### src/rtl/core/nht_pkg.sv
// ----------------------------------------------------------------------------
// Nibble handshake transmitter package
// Shared types and constants for the front stage, the item queue and the
// handshake engine.
// ----------------------------------------------------------------------------
package nht_pkg;

  localparam int BYTE_W      = 8;
  localparam int NIB_W       = 4;
  localparam int PORT_W      = 5;
  localparam int IN_TDATA_W  = 16;
  localparam int OUT_TDATA_W = 8;
  localparam int QUEUE_DEPTH = 4;
  localparam int QUEUE_AW    = $clog2(QUEUE_DEPTH);
  localparam int QUEUE_CW    = $clog2(QUEUE_DEPTH + 1);

  // Bit 4 of the port is the data-available flag.
  localparam int FLAG_DAV_BIT = 4;

  localparam logic [PORT_W-1:0] PORT_IDLE = '0;

  typedef enum logic [2:0] {
    PH_IDLE       = 3'd0,
    PH_LO_WAIT0   = 3'd1,
    PH_LO_PRESENT = 3'd2,
    PH_LO_WAIT1   = 3'd3,
    PH_HI_WAIT0   = 3'd4,
    PH_HI_PRESENT = 3'd5,
    PH_HI_WAIT1   = 3'd6
  } phase_t;

  // One decoded tick as it travels through the queue.
  typedef struct packed {
    logic              busy;
    logic [BYTE_W-1:0] data;
    logic              offer;
  } tick_t;

  // Handshake between the queue and the handshake engine.
  typedef struct packed {
    logic  valid;
    tick_t tick;
  } q_head_t;

endpackage

### src/rtl/core/nht_front.sv
// ----------------------------------------------------------------------------
// Nibble handshake transmitter front stage
// Accepts input items, unpacks them into tick records and holds one in a
// register until the queue takes it.
// ----------------------------------------------------------------------------
module nht_front import nht_pkg::*; (
  input  logic                  clk,
  input  logic                  rst,
  input  logic                  s_axis_tvalid,
  output logic                  s_axis_tready,
  input  logic [IN_TDATA_W-1:0] s_axis_tdata,
  output logic                  fe_valid,
  input  logic                  fe_ready,
  output tick_t                 fe_tick
);

  logic  vld;
  tick_t tick;
  tick_t tick_next;

  assign s_axis_tready = !vld || fe_ready;

  always_comb begin
    tick_next.offer = s_axis_tdata[0];
    tick_next.data  = s_axis_tdata[BYTE_W:1];
    tick_next.busy  = s_axis_tdata[BYTE_W+1];
  end

  always_ff @(posedge clk) begin
    if (rst) begin
      vld <= 1'b0;
    end else if (s_axis_tready) begin
      vld <= s_axis_tvalid;
    end
  end

  always_ff @(posedge clk) begin
    if (s_axis_tready && s_axis_tvalid) begin
      tick <= tick_next;
    end
  end

  assign fe_valid = vld;
  assign fe_tick  = tick;

endmodule

### src/rtl/core/nht_queue.sv
// ----------------------------------------------------------------------------
// Nibble handshake transmitter item queue
// Short first-in first-out buffer that lets the front stage and the
// handshake engine stall independently.
// ----------------------------------------------------------------------------
module nht_queue import nht_pkg::*; (
  input  logic    clk,
  input  logic    rst,
  input  logic    wr_valid,
  output logic    wr_ready,
  input  tick_t   wr_tick,
  output q_head_t head,
  input  logic    rd_pop
);

  tick_t                mem [QUEUE_DEPTH];
  logic [QUEUE_AW-1:0]  wr_ptr;
  logic [QUEUE_AW-1:0]  rd_ptr;
  logic [QUEUE_CW-1:0]  count;
  logic                 push;
  logic                 pop;

  assign wr_ready   = (count != QUEUE_CW'(QUEUE_DEPTH));
  assign push       = wr_valid && wr_ready;
  assign pop        = rd_pop && head.valid;
  assign head.valid = (count != '0);
  assign head.tick  = mem[rd_ptr];

  always_ff @(posedge clk) begin
    if (rst) begin
      wr_ptr <= '0;
      rd_ptr <= '0;
      count  <= '0;
    end else begin
      if (push) begin
        wr_ptr <= wr_ptr + 1'b1;
      end
      if (pop) begin
        rd_ptr <= rd_ptr + 1'b1;
      end
      if (push && !pop) begin
        count <= count + 1'b1;
      end else if (pop && !push) begin
        count <= count - 1'b1;
      end
    end
  end

  always_ff @(posedge clk) begin
    if (push) begin
      mem[wr_ptr] <= wr_tick;
    end
  end

endmodule

### src/rtl/core/nht_engine.sv
// ----------------------------------------------------------------------------
// Nibble handshake transmitter handshake engine
// Steps the four-phase nibble handshake once per queued item and registers
// the port value, ready flag and done pulse for the output side.
// ----------------------------------------------------------------------------
module nht_engine import nht_pkg::*; (
  input  logic                   clk,
  input  logic                   rst,
  input  q_head_t                head,
  output logic                   pop,
  output logic                   m_axis_tvalid,
  input  logic                   m_axis_tready,
  output logic [OUT_TDATA_W-1:0] m_axis_tdata
);

  phase_t              phase;
  phase_t              phase_next;
  logic [BYTE_W-1:0]   held_byte;
  logic [BYTE_W-1:0]   held_byte_next;
  logic [PORT_W-1:0]   port_reg;
  logic [PORT_W-1:0]   port_reg_next;
  logic                ready_next;
  logic                done_next;
  logic                out_vld;
  logic [PORT_W-1:0]   out_port;
  logic                out_ready;
  logic                out_done;
  logic [NIB_W-1:0]    lo_nib;
  logic [NIB_W-1:0]    hi_nib;
  logic [PORT_W-1:0]   dav;

  assign pop    = head.valid && (!out_vld || m_axis_tready);
  assign lo_nib = held_byte[NIB_W-1:0];
  assign hi_nib = held_byte[BYTE_W-1:NIB_W];
  assign dav    = PORT_W'(1) << FLAG_DAV_BIT;

  always_ff @(posedge clk) begin
    if (rst) begin
      phase    <= PH_IDLE;
      port_reg <= PORT_IDLE;
    end else if (pop) begin
      phase    <= phase_next;
      port_reg <= port_reg_next;
    end
  end

  always_ff @(posedge clk) begin
    if (pop) begin
      held_byte <= held_byte_next;
    end
  end

  always_comb begin
    phase_next     = phase;
    held_byte_next = held_byte;
    port_reg_next  = port_reg;
    ready_next     = 1'b0;
    done_next      = 1'b0;
    case (phase)
      PH_LO_WAIT0: begin
        if (!head.tick.busy) begin
          port_reg_next = PORT_W'(lo_nib);
          phase_next    = PH_LO_PRESENT;
        end
      end
      PH_LO_PRESENT: begin
        port_reg_next = PORT_W'(lo_nib) | dav;
        phase_next    = PH_LO_WAIT1;
      end
      PH_LO_WAIT1: begin
        if (head.tick.busy) begin
          port_reg_next = PORT_IDLE;
          phase_next    = PH_HI_WAIT0;
        end
      end
      PH_HI_WAIT0: begin
        if (!head.tick.busy) begin
          port_reg_next = PORT_W'(hi_nib);
          phase_next    = PH_HI_PRESENT;
        end
      end
      PH_HI_PRESENT: begin
        port_reg_next = PORT_W'(hi_nib) | dav;
        phase_next    = PH_HI_WAIT1;
      end
      PH_HI_WAIT1: begin
        if (head.tick.busy) begin
          port_reg_next = PORT_IDLE;
          done_next     = 1'b1;
          phase_next    = PH_IDLE;
        end
      end
      default: begin
        // Idle, and any code that should never appear, takes a new byte.
        ready_next = 1'b1;
        phase_next = PH_IDLE;
        if (head.tick.offer) begin
          held_byte_next = head.tick.data;
          port_reg_next  = PORT_IDLE;
          phase_next     = PH_LO_WAIT0;
        end
      end
    endcase
  end

  always_ff @(posedge clk) begin
    if (rst) begin
      out_vld <= 1'b0;
    end else if (!out_vld || m_axis_tready) begin
      out_vld <= head.valid;
    end
  end

  always_ff @(posedge clk) begin
    if (pop) begin
      out_port  <= port_reg_next;
      out_ready <= ready_next;
      out_done  <= done_next;
    end
  end

  assign m_axis_tvalid = out_vld;
  assign m_axis_tdata  = {1'b0, out_done, out_ready, out_port};

  a_done_port_idle: assert property (@(posedge clk) disable iff (rst)
    out_vld && out_done |-> out_port == PORT_IDLE)
    else $error("done pulse with a driven port");

  a_ready_not_done: assert property (@(posedge clk) disable iff (rst)
    out_vld |-> !(out_ready && out_done))
    else $error("ready and done in the same item");

  a_flag_phase: assert property (@(posedge clk) disable iff (rst)
    port_reg[FLAG_DAV_BIT] |-> (phase == PH_LO_WAIT1 || phase == PH_HI_WAIT1))
    else $error("data-available flag outside an acknowledge wait");

  a_present_step: assert property (@(posedge clk) disable iff (rst)
    pop && phase == PH_LO_PRESENT |=> phase == PH_LO_WAIT1 && port_reg[FLAG_DAV_BIT])
    else $error("low nibble presentation did not raise the flag");

endmodule

### src/rtl/core/nibble_handshake_transmitter_core.sv
// ----------------------------------------------------------------------------
// Nibble handshake transmitter core
// Sends bytes as two nibbles with a four-phase handshake on a busy line.
// ----------------------------------------------------------------------------
// Each input item is one sampled tick of the cable and yields exactly one
// result item. The core takes one item per cycle when the output side keeps
// up; an accepted item passes from the front register through the queue
// into the output register, and the four-entry queue between the front
// stage and the handshake engine absorbs stalls on either side. The
// handshake state advances once per item, so waits on the busy line are
// counted in items, not in clock cycles.
// ----------------------------------------------------------------------------
module nibble_handshake_transmitter_core import nht_pkg::*; (
  input  logic                   clk,
  input  logic                   rst,
  input  logic                   s_axis_tvalid,
  output logic                   s_axis_tready,
  // [0] byte_valid, [8:1] data_byte, [9] busy_in, [15:10] zero
  input  logic [IN_TDATA_W-1:0]  s_axis_tdata,
  output logic                   m_axis_tvalid,
  input  logic                   m_axis_tready,
  // [4:0] port_out, [5] ready_res, [6] byte_done, [7] zero
  output logic [OUT_TDATA_W-1:0] m_axis_tdata
);

  logic    fe_valid;
  logic    fe_ready;
  tick_t   fe_tick;
  q_head_t head;
  logic    pop;

  nht_front u_front (
    .clk           (clk),
    .rst           (rst),
    .s_axis_tvalid (s_axis_tvalid),
    .s_axis_tready (s_axis_tready),
    .s_axis_tdata  (s_axis_tdata),
    .fe_valid      (fe_valid),
    .fe_ready      (fe_ready),
    .fe_tick       (fe_tick)
  );

  nht_queue u_queue (
    .clk      (clk),
    .rst      (rst),
    .wr_valid (fe_valid),
    .wr_ready (fe_ready),
    .wr_tick  (fe_tick),
    .head     (head),
    .rd_pop   (pop)
  );

  nht_engine u_engine (
    .clk           (clk),
    .rst           (rst),
    .head          (head),
    .pop           (pop),
    .m_axis_tvalid (m_axis_tvalid),
    .m_axis_tready (m_axis_tready),
    .m_axis_tdata  (m_axis_tdata)
  );

endmodule
### config.mk
export PLATFORM = sky130hd
export DESIGN_NAME = nibble_handshake_transmitter_core
export DESIGN_NICKNAME = d
export VERILOG_FILES = /design/src/rtl/core/nht_pkg.sv /design/src/rtl/core/nht_front.sv /design/src/rtl/core/nht_queue.sv /design/src/rtl/core/nht_engine.sv /design/src/rtl/core/nibble_handshake_transmitter_core.sv
export SDC_FILE = /design/constraint.sdc
export NUM_CORES = 1
export LEC_CHECK = 0
export ABC_AREA = 1
export ABC_CLOCK_PERIOD_IN_PS = 4800
export BUFFER_PORTS_ARGS = -buffer_cell sky130_fd_sc_hd__buf_2
export CORE_MARGIN = 5
export CORE_UTILIZATION = 63
export DETAILED_ROUTE_END_ITERATION = 8
export PLACE_DENSITY = 0.83
export REMOVE_ABC_BUFFERS = 1
export SLEW_MARGIN = 20
export SYNTH_ARGS = -nofsm -noshare
export SYNTH_HDL_FRONTEND = slang
export SYNTH_SLANG_ARGS = --single-unit
### constraint.sdc
create_clock -name clk -period 4.8 [get_ports clk]
set_input_delay 0.48 -clock clk [delete_from_list [all_inputs] [get_ports clk]]
set_output_delay 0.48 -clock clk [all_outputs]
set_load 0.005 [all_outputs]
== Word level (Yosys, flattened, before mapping) ==
Memories as Yosys holds them, arrays and structs flattened. A register that Yosys moved wholly into a read port is not among the register bits.
Cells that the tools add are included.

* Shifts and indexed selects: 0
* Order comparisons: 0
* Multipliers: 0
* Mux-type cells: 19
* Add/sub/neg operators: 4
* Eq/ne operators: 11
* Reductions and logical operators: 18
* Divide/modulo/power cells: 0
* Bitwise gates (word level): 1

{| class="wikitable"
|+ Operator list
! operator !! count
|-
| one-hot mux 5 bit (5 select lines) || 1
|-
| two-way mux 5 bit || 4
|-
| two-way mux 3 bit || 6
|-
| one-hot mux 3 bit (6 select lines) || 1
|-
| equality test 3 bit, second input constant || 3
|-
| equality test 3 x 2 -> 1 bit, second input constant || 2
|-
| logical AND 1 bit || 6
|-
| OR reduction 6 bit || 1
|-
| two-way mux 1 bit || 5
|-
| AND reduction 5 bit || 1
|-
| adder 2 x 1 -> 2 bit, second input constant || 2
|-
| logical NOT 1 bit || 4
|-
| two-way mux 2 bit || 2
|-
| inequality test 2 x 1 -> 1 bit, second input constant || 2
|-
| inequality test 2 bit, second input constant || 2
|-
| adder 3 x 1 -> 3 bit, second input constant || 1
|-
| equality test 3 x 1 -> 1 bit, second input constant || 1
|-
| inequality test 3 bit, second input constant || 1
|-
| AND reduction 3 bit || 1
|-
| nonzero test 3 bit || 1
|-
| subtractor 3 x 1 -> 3 bit, second input constant || 1
|-
| logical OR 1 bit || 2
|-
| nonzero test 2 bit || 1
|-
| OR reduction 2 bit || 1
|-
| inverter 1 bit || 1
|}

* Bits in registers: 42
* Latch bits: 0
* RAM bits: 40
* Bits in read-only memories: 0
* Memories: 1

{| class="wikitable"
|+ Memories
! memory !! depth !! width !! rd ports !! clocked after memory_dff !! wr ports !! line !! RTL
|-
| u_queue.mem || 4 || 10 || 1 || 1 || 1 || nht_queue.sv:16 || <nowiki>tick_t mem [QUEUE_DEPTH];</nowiki>
|}

== Longest topological paths before layout ==
* Depth after elaboration: 7
* Gate-level depth with buffers: 11

== Cells and area by module ==
Synthesis repeated with hierarchy kept, for this count alone.

* Cells, all modules: 358
* Area, all modules: 3634.7 sq um

{| class="wikitable"
|+ Modules (own cells, without submodules)
! module !! seq. area each (sq um) !! area an instance (sq um) !! times used !! cells an instance
|-
| nht_queue || 1381.3 || 1989.4 || 1 || 165
|-
| nht_engine || 630.6 || 1297.5 || 1 || 177
|-
| nht_front || 320.3 || 347.8 || 1 || 16
|}

== Worst setup path before layout ==
Ideal clock, no wire load.

* Path kind: in2reg
* Start point: input m_axis_tready
* End point: register u_queue.count[2]
* Path buffers: 0
* Arrival time: 1795 ps
* Stages: 10
* Required time: 4678 ps
* Library setup time: 122 ps
* Setup slack: 2883 ps
* Path through: nor2_1 > a21oi_1 > inv_1 > ha_1 > inv_1 > fa_1 > a21oi_1 > o21ai_0 > o21ai_0 > a21oi_1

* Word-level cells in the longest chain between the ends: 6
* Elaborated cells between the ends (all ways): 8

{| class="wikitable"
|+ RTL lines
! what !! line !! RTL
|-
| start, declared || nibble_handshake_transmitter_core.sv:21 || <nowiki>input logic m_axis_tready,</nowiki>
|-
| logical OR 1 bit * || nht_engine.sv:32 || <nowiki>assign pop = head.valid && (!out_vld || m_axis_tready);</nowiki>
|-
| logical AND 1 bit * || nht_engine.sv:32 ||
|-
| logical AND 1 bit * || nht_queue.sv:25 || <nowiki>assign pop = rd_pop && head.valid;</nowiki>
|-
| logical NOT 1 bit || nht_queue.sv:41 || <nowiki>if (push && !pop) begin</nowiki>
|-
| logical AND 1 bit || nht_queue.sv:41 ||
|-
| two-way mux 3 bit / nonzero test 2 bit (equally long branches) || -- ||
|-
| end signal, assigned || nht_queue.sv:42 || <nowiki>count <= count + 1'b1;</nowiki>
|-
| end signal, assigned || nht_queue.sv:44 || <nowiki>count <= count - 1'b1;</nowiki>
|-
| end, declared || nht_queue.sv:19 || <nowiki>logic [QUEUE_CW-1:0] count;</nowiki>
|}

Every way passes the cells marked *; elsewhere a longest branch is shown, timed or not.
A chain may end at the register's enable or synchronous reset.

==> impl_metrics.env <==
export IMPL_setup_viol=0
export IMPL_p_seq_share_pct=46.7
export IMPL_cpPeakStageDelay_ns=0.73
export IMPL_hp_class="in -> reg"
export IMPL_routedWlPerCell_microns=14.8
export IMPL_fillerInstances=402
export IMPL_cts_repair_resized=0
export IMPL_wl_mm=6.51
export IMPL_reg2reg_slack_ns=2.06
export IMPL_ys_seq_area_share_pct=65.8
export IMPL_intPower_uw=1490
export IMPL_cts_hold_buf=0
export IMPL_area_delta_synth_final_pct=10.4
export IMPL_nets=390
export IMPL_setup_tns_ns=0
export IMPL_design_portCount=30
export IMPL_yosysTopAreaCell="edfxtp_1"
export IMPL_final_cells=441
export IMPL_switching_share_pct=35.3
export IMPL_htree_levels=3
export IMPL_synth_warnings=0
export IMPL_syn_inst=342
export IMPL_drtPass1Iterations=6
export IMPL_dp_cells=425
export IMPL_worstMarginPinSlew_ns=0.996
export IMPL_critPathRequiredTime_ns=4.79
export IMPL_ys_top_cells_by_area="edfxtp_1 (55%), dfxtp_1 (11%), nand2_1 (6.5%)"
export IMPL_p_per_area_nw_per_um2=586
export IMPL_clkLatencyLatePin_ns=0.35
export IMPL_startpoint_type="flip-flop"
export IMPL_endpoint_kind="flip-flop"
export IMPL_pwr_share_clk_pct=24.3
export IMPL_fmax_mhz=364
export IMPL_top_register="u_queue.mem"
export IMPL_ant_nets=0
export IMPL_antenna_found_initial=0
export IMPL_final_common_cell="edfxtp_1"
export IMPL_place_congestion=0.869
export IMPL_vdd_drop_max_uv=284
export IMPL_cts_max_path_buffers=2
export IMPL_rows=27
export IMPL_crit_path_top_delay_cell="dfxtp_1"
export IMPL_synthDominantCellAreaShare_pct=55.0
export IMPL_cp_arrival_ns=2.73
export IMPL_vias=2397
export IMPL_finalHoldViolCount=0
export IMPL_crit_buf_inv=1
export IMPL_cts_sinks=84
export IMPL_leakage_uw=0.00162
export IMPL_synth_area_per_cell_sq_um=10.4
export IMPL_layout_common_cells="edfxtp_1 (65), nand2_1 (61), nor2_1 (42)"
export IMPL_grt_overflow_total=0
export IMPL_cts_tree="done"
export IMPL_grt_pass1_vias=2379
export IMPL_grt_usage_pct=19.9
export IMPL_clockRootBuffer="clkbuf_8"
export IMPL_ys_types=24
export IMPL_status="completed"
export IMPL_hpwl_mm=4.30
export IMPL_period_needed_ns=2.74
export IMPL_crit_path_cell_trace="inv_1 -> nand2_1 -> o211ai_1 -> nand2_1 -> nand2_1 -> nor2_1"
export IMPL_cts_setup_buffers=0
export IMPL_finalMaxSlewViolations=0
export IMPL_finClkSkew_ns=0.00940
export IMPL_netlist_area_sq_um=3550
export IMPL_worstPathMaxFanout=23
export IMPL_die_area_sq_um=7230
export IMPL_synth_ff_latch_count=84
export IMPL_die_y_microns=85.0
export IMPL_crit_family="simple AND/OR/NAND/NOR gates"
export IMPL_die_w_microns=85.0
export IMPL_viasPerCell=5.44
export IMPL_largest_register_ffs=40
export IMPL_drt_iter0_drc=132
export IMPL_start_util_pct=64.8
export IMPL_cp_common_cell="nand2_1"
export IMPL_cts_clk_slew_worst_paths_ns=0.09
export IMPL_crit_type="reg -> reg"
export IMPL_grt_pass1_wl_mm=11.2
export IMPL_rsz0062_at_grt="false"
export IMPL_drive_above_1_share_pct=12.5
export IMPL_relSlewSlack_pct=33.4
export IMPL_fin_crit_sh_pct=57.2
export IMPL_p_sw_uw=810
export IMPL_n_antenna_cell=0
export IMPL_cts_buffers=9
export IMPL_comb_power_share_pct=29.0
export IMPL_maxCapViolCount=0
export IMPL_grt_max_degree=24
export IMPL_drc=0
export IMPL_port_buffers=22
export IMPL_core_sq_um=5470
## per-layer routing
metal / vias to the layer above / GRT usage (%) / wire length (microns)
li1: 1194 / - / -
met1: 1116 / 23.9 / 2640
met2: 79 / 33.4 / 3400
met3: 8 / 3.79 / 388
met4: 0 / 11.2 / 80
met5: - / 0 / 0
## cells in the mapped netlist, drive strengths merged
library cell / instances
edfxtp: 65
nand2: 63
inv: 43
nor2: 42
nand3: 27
o21ai: 26
a21oi: 20
dfxtp: 19
o22ai: 8
buf: 6
clkbuf: 6
ha: 5
nand4: 5
o211ai: 2
a211oi: 1
conb: 1
fa: 1
nor3b: 1
xor2: 1
## logic make-up (layout without fill, tap and decap cells)
family / after synthesis / in the layout / share of synthesized area (%)
buffers and inverters: 55 / 82 / 6.25
DFF: 84 / 84 / 65.8
and+or+nand+nor: 138 / 138 / 16.8
AOI/OAI and AO/OA: 57 / 57 / 8.54
other: 1 / 1 / 0.106
xor gates and xnor gates: 1 / 1 / 0.247
adders and majority gates: 6 / 6 / 2.33
## through the flow
step / power [uW] / setup WS, ns / utilization (%) / hold WS (ns) / area (sq um)
3_3_place_gp: 1700 / 2.17 / 67.5 / 0.446 / 3690
2_1_floorplan: 1530 / 2.15 / - / 0.436 / 3490
4_1_cts: 2300 / 1.98 / 71.6 / 0.283 / 3920
3_5_place_dp: 1750 / 2.00 / 67.5 / 0.467 / 3690
6_report: 2300 / 2.06 / 71.6 / 0.299 / 3920
5_1_grt: 2460 / 1.78 / 71.6 / 0.268 / 3920
## power by group through the flow
stage | registers [uW] | logic (uW) | clock network, uW
after CTS | 1070 | 665 | 564
final | 1070 | 666 | 557
after global routing | 1090 | 764 | 604
after floorplan | 1060 | 467 | 0
after global placement | 1080 | 624 | 0
after detailed placement | 1090 | 657 | 0
## final timing paths
check	start	endpoint	cells past startpoint
min	s_axis_tdata[3]	u_front.fe_tick[3]	1
min reg2reg	u_queue.rd_ptr[1]	u_queue.rd_ptr[1]	2
max	flip-flop	u_engine.held_byte[0]	6
max reg2reg	flip-flop	u_engine.held_byte[0]	6
## final cells by class
| class | instances | area (sq um) | area share [%] |
|---|---|---|---|
| timing repair buffer | 23 | 118 | 3.00 |
| clock inverter | 7 | 98.8 | 2.52 |
| tap | 72 | 90.1 | 2.30 |
| inverter | 43 | 161 | 4.12 |
| clock buffer | 9 | 124 | 3.16 |
| sequential | 84 | 2330 | 59.6 |
| multi-input combinational | 203 | 992 | 25.3 |
(Power assumes the default switching activity.)
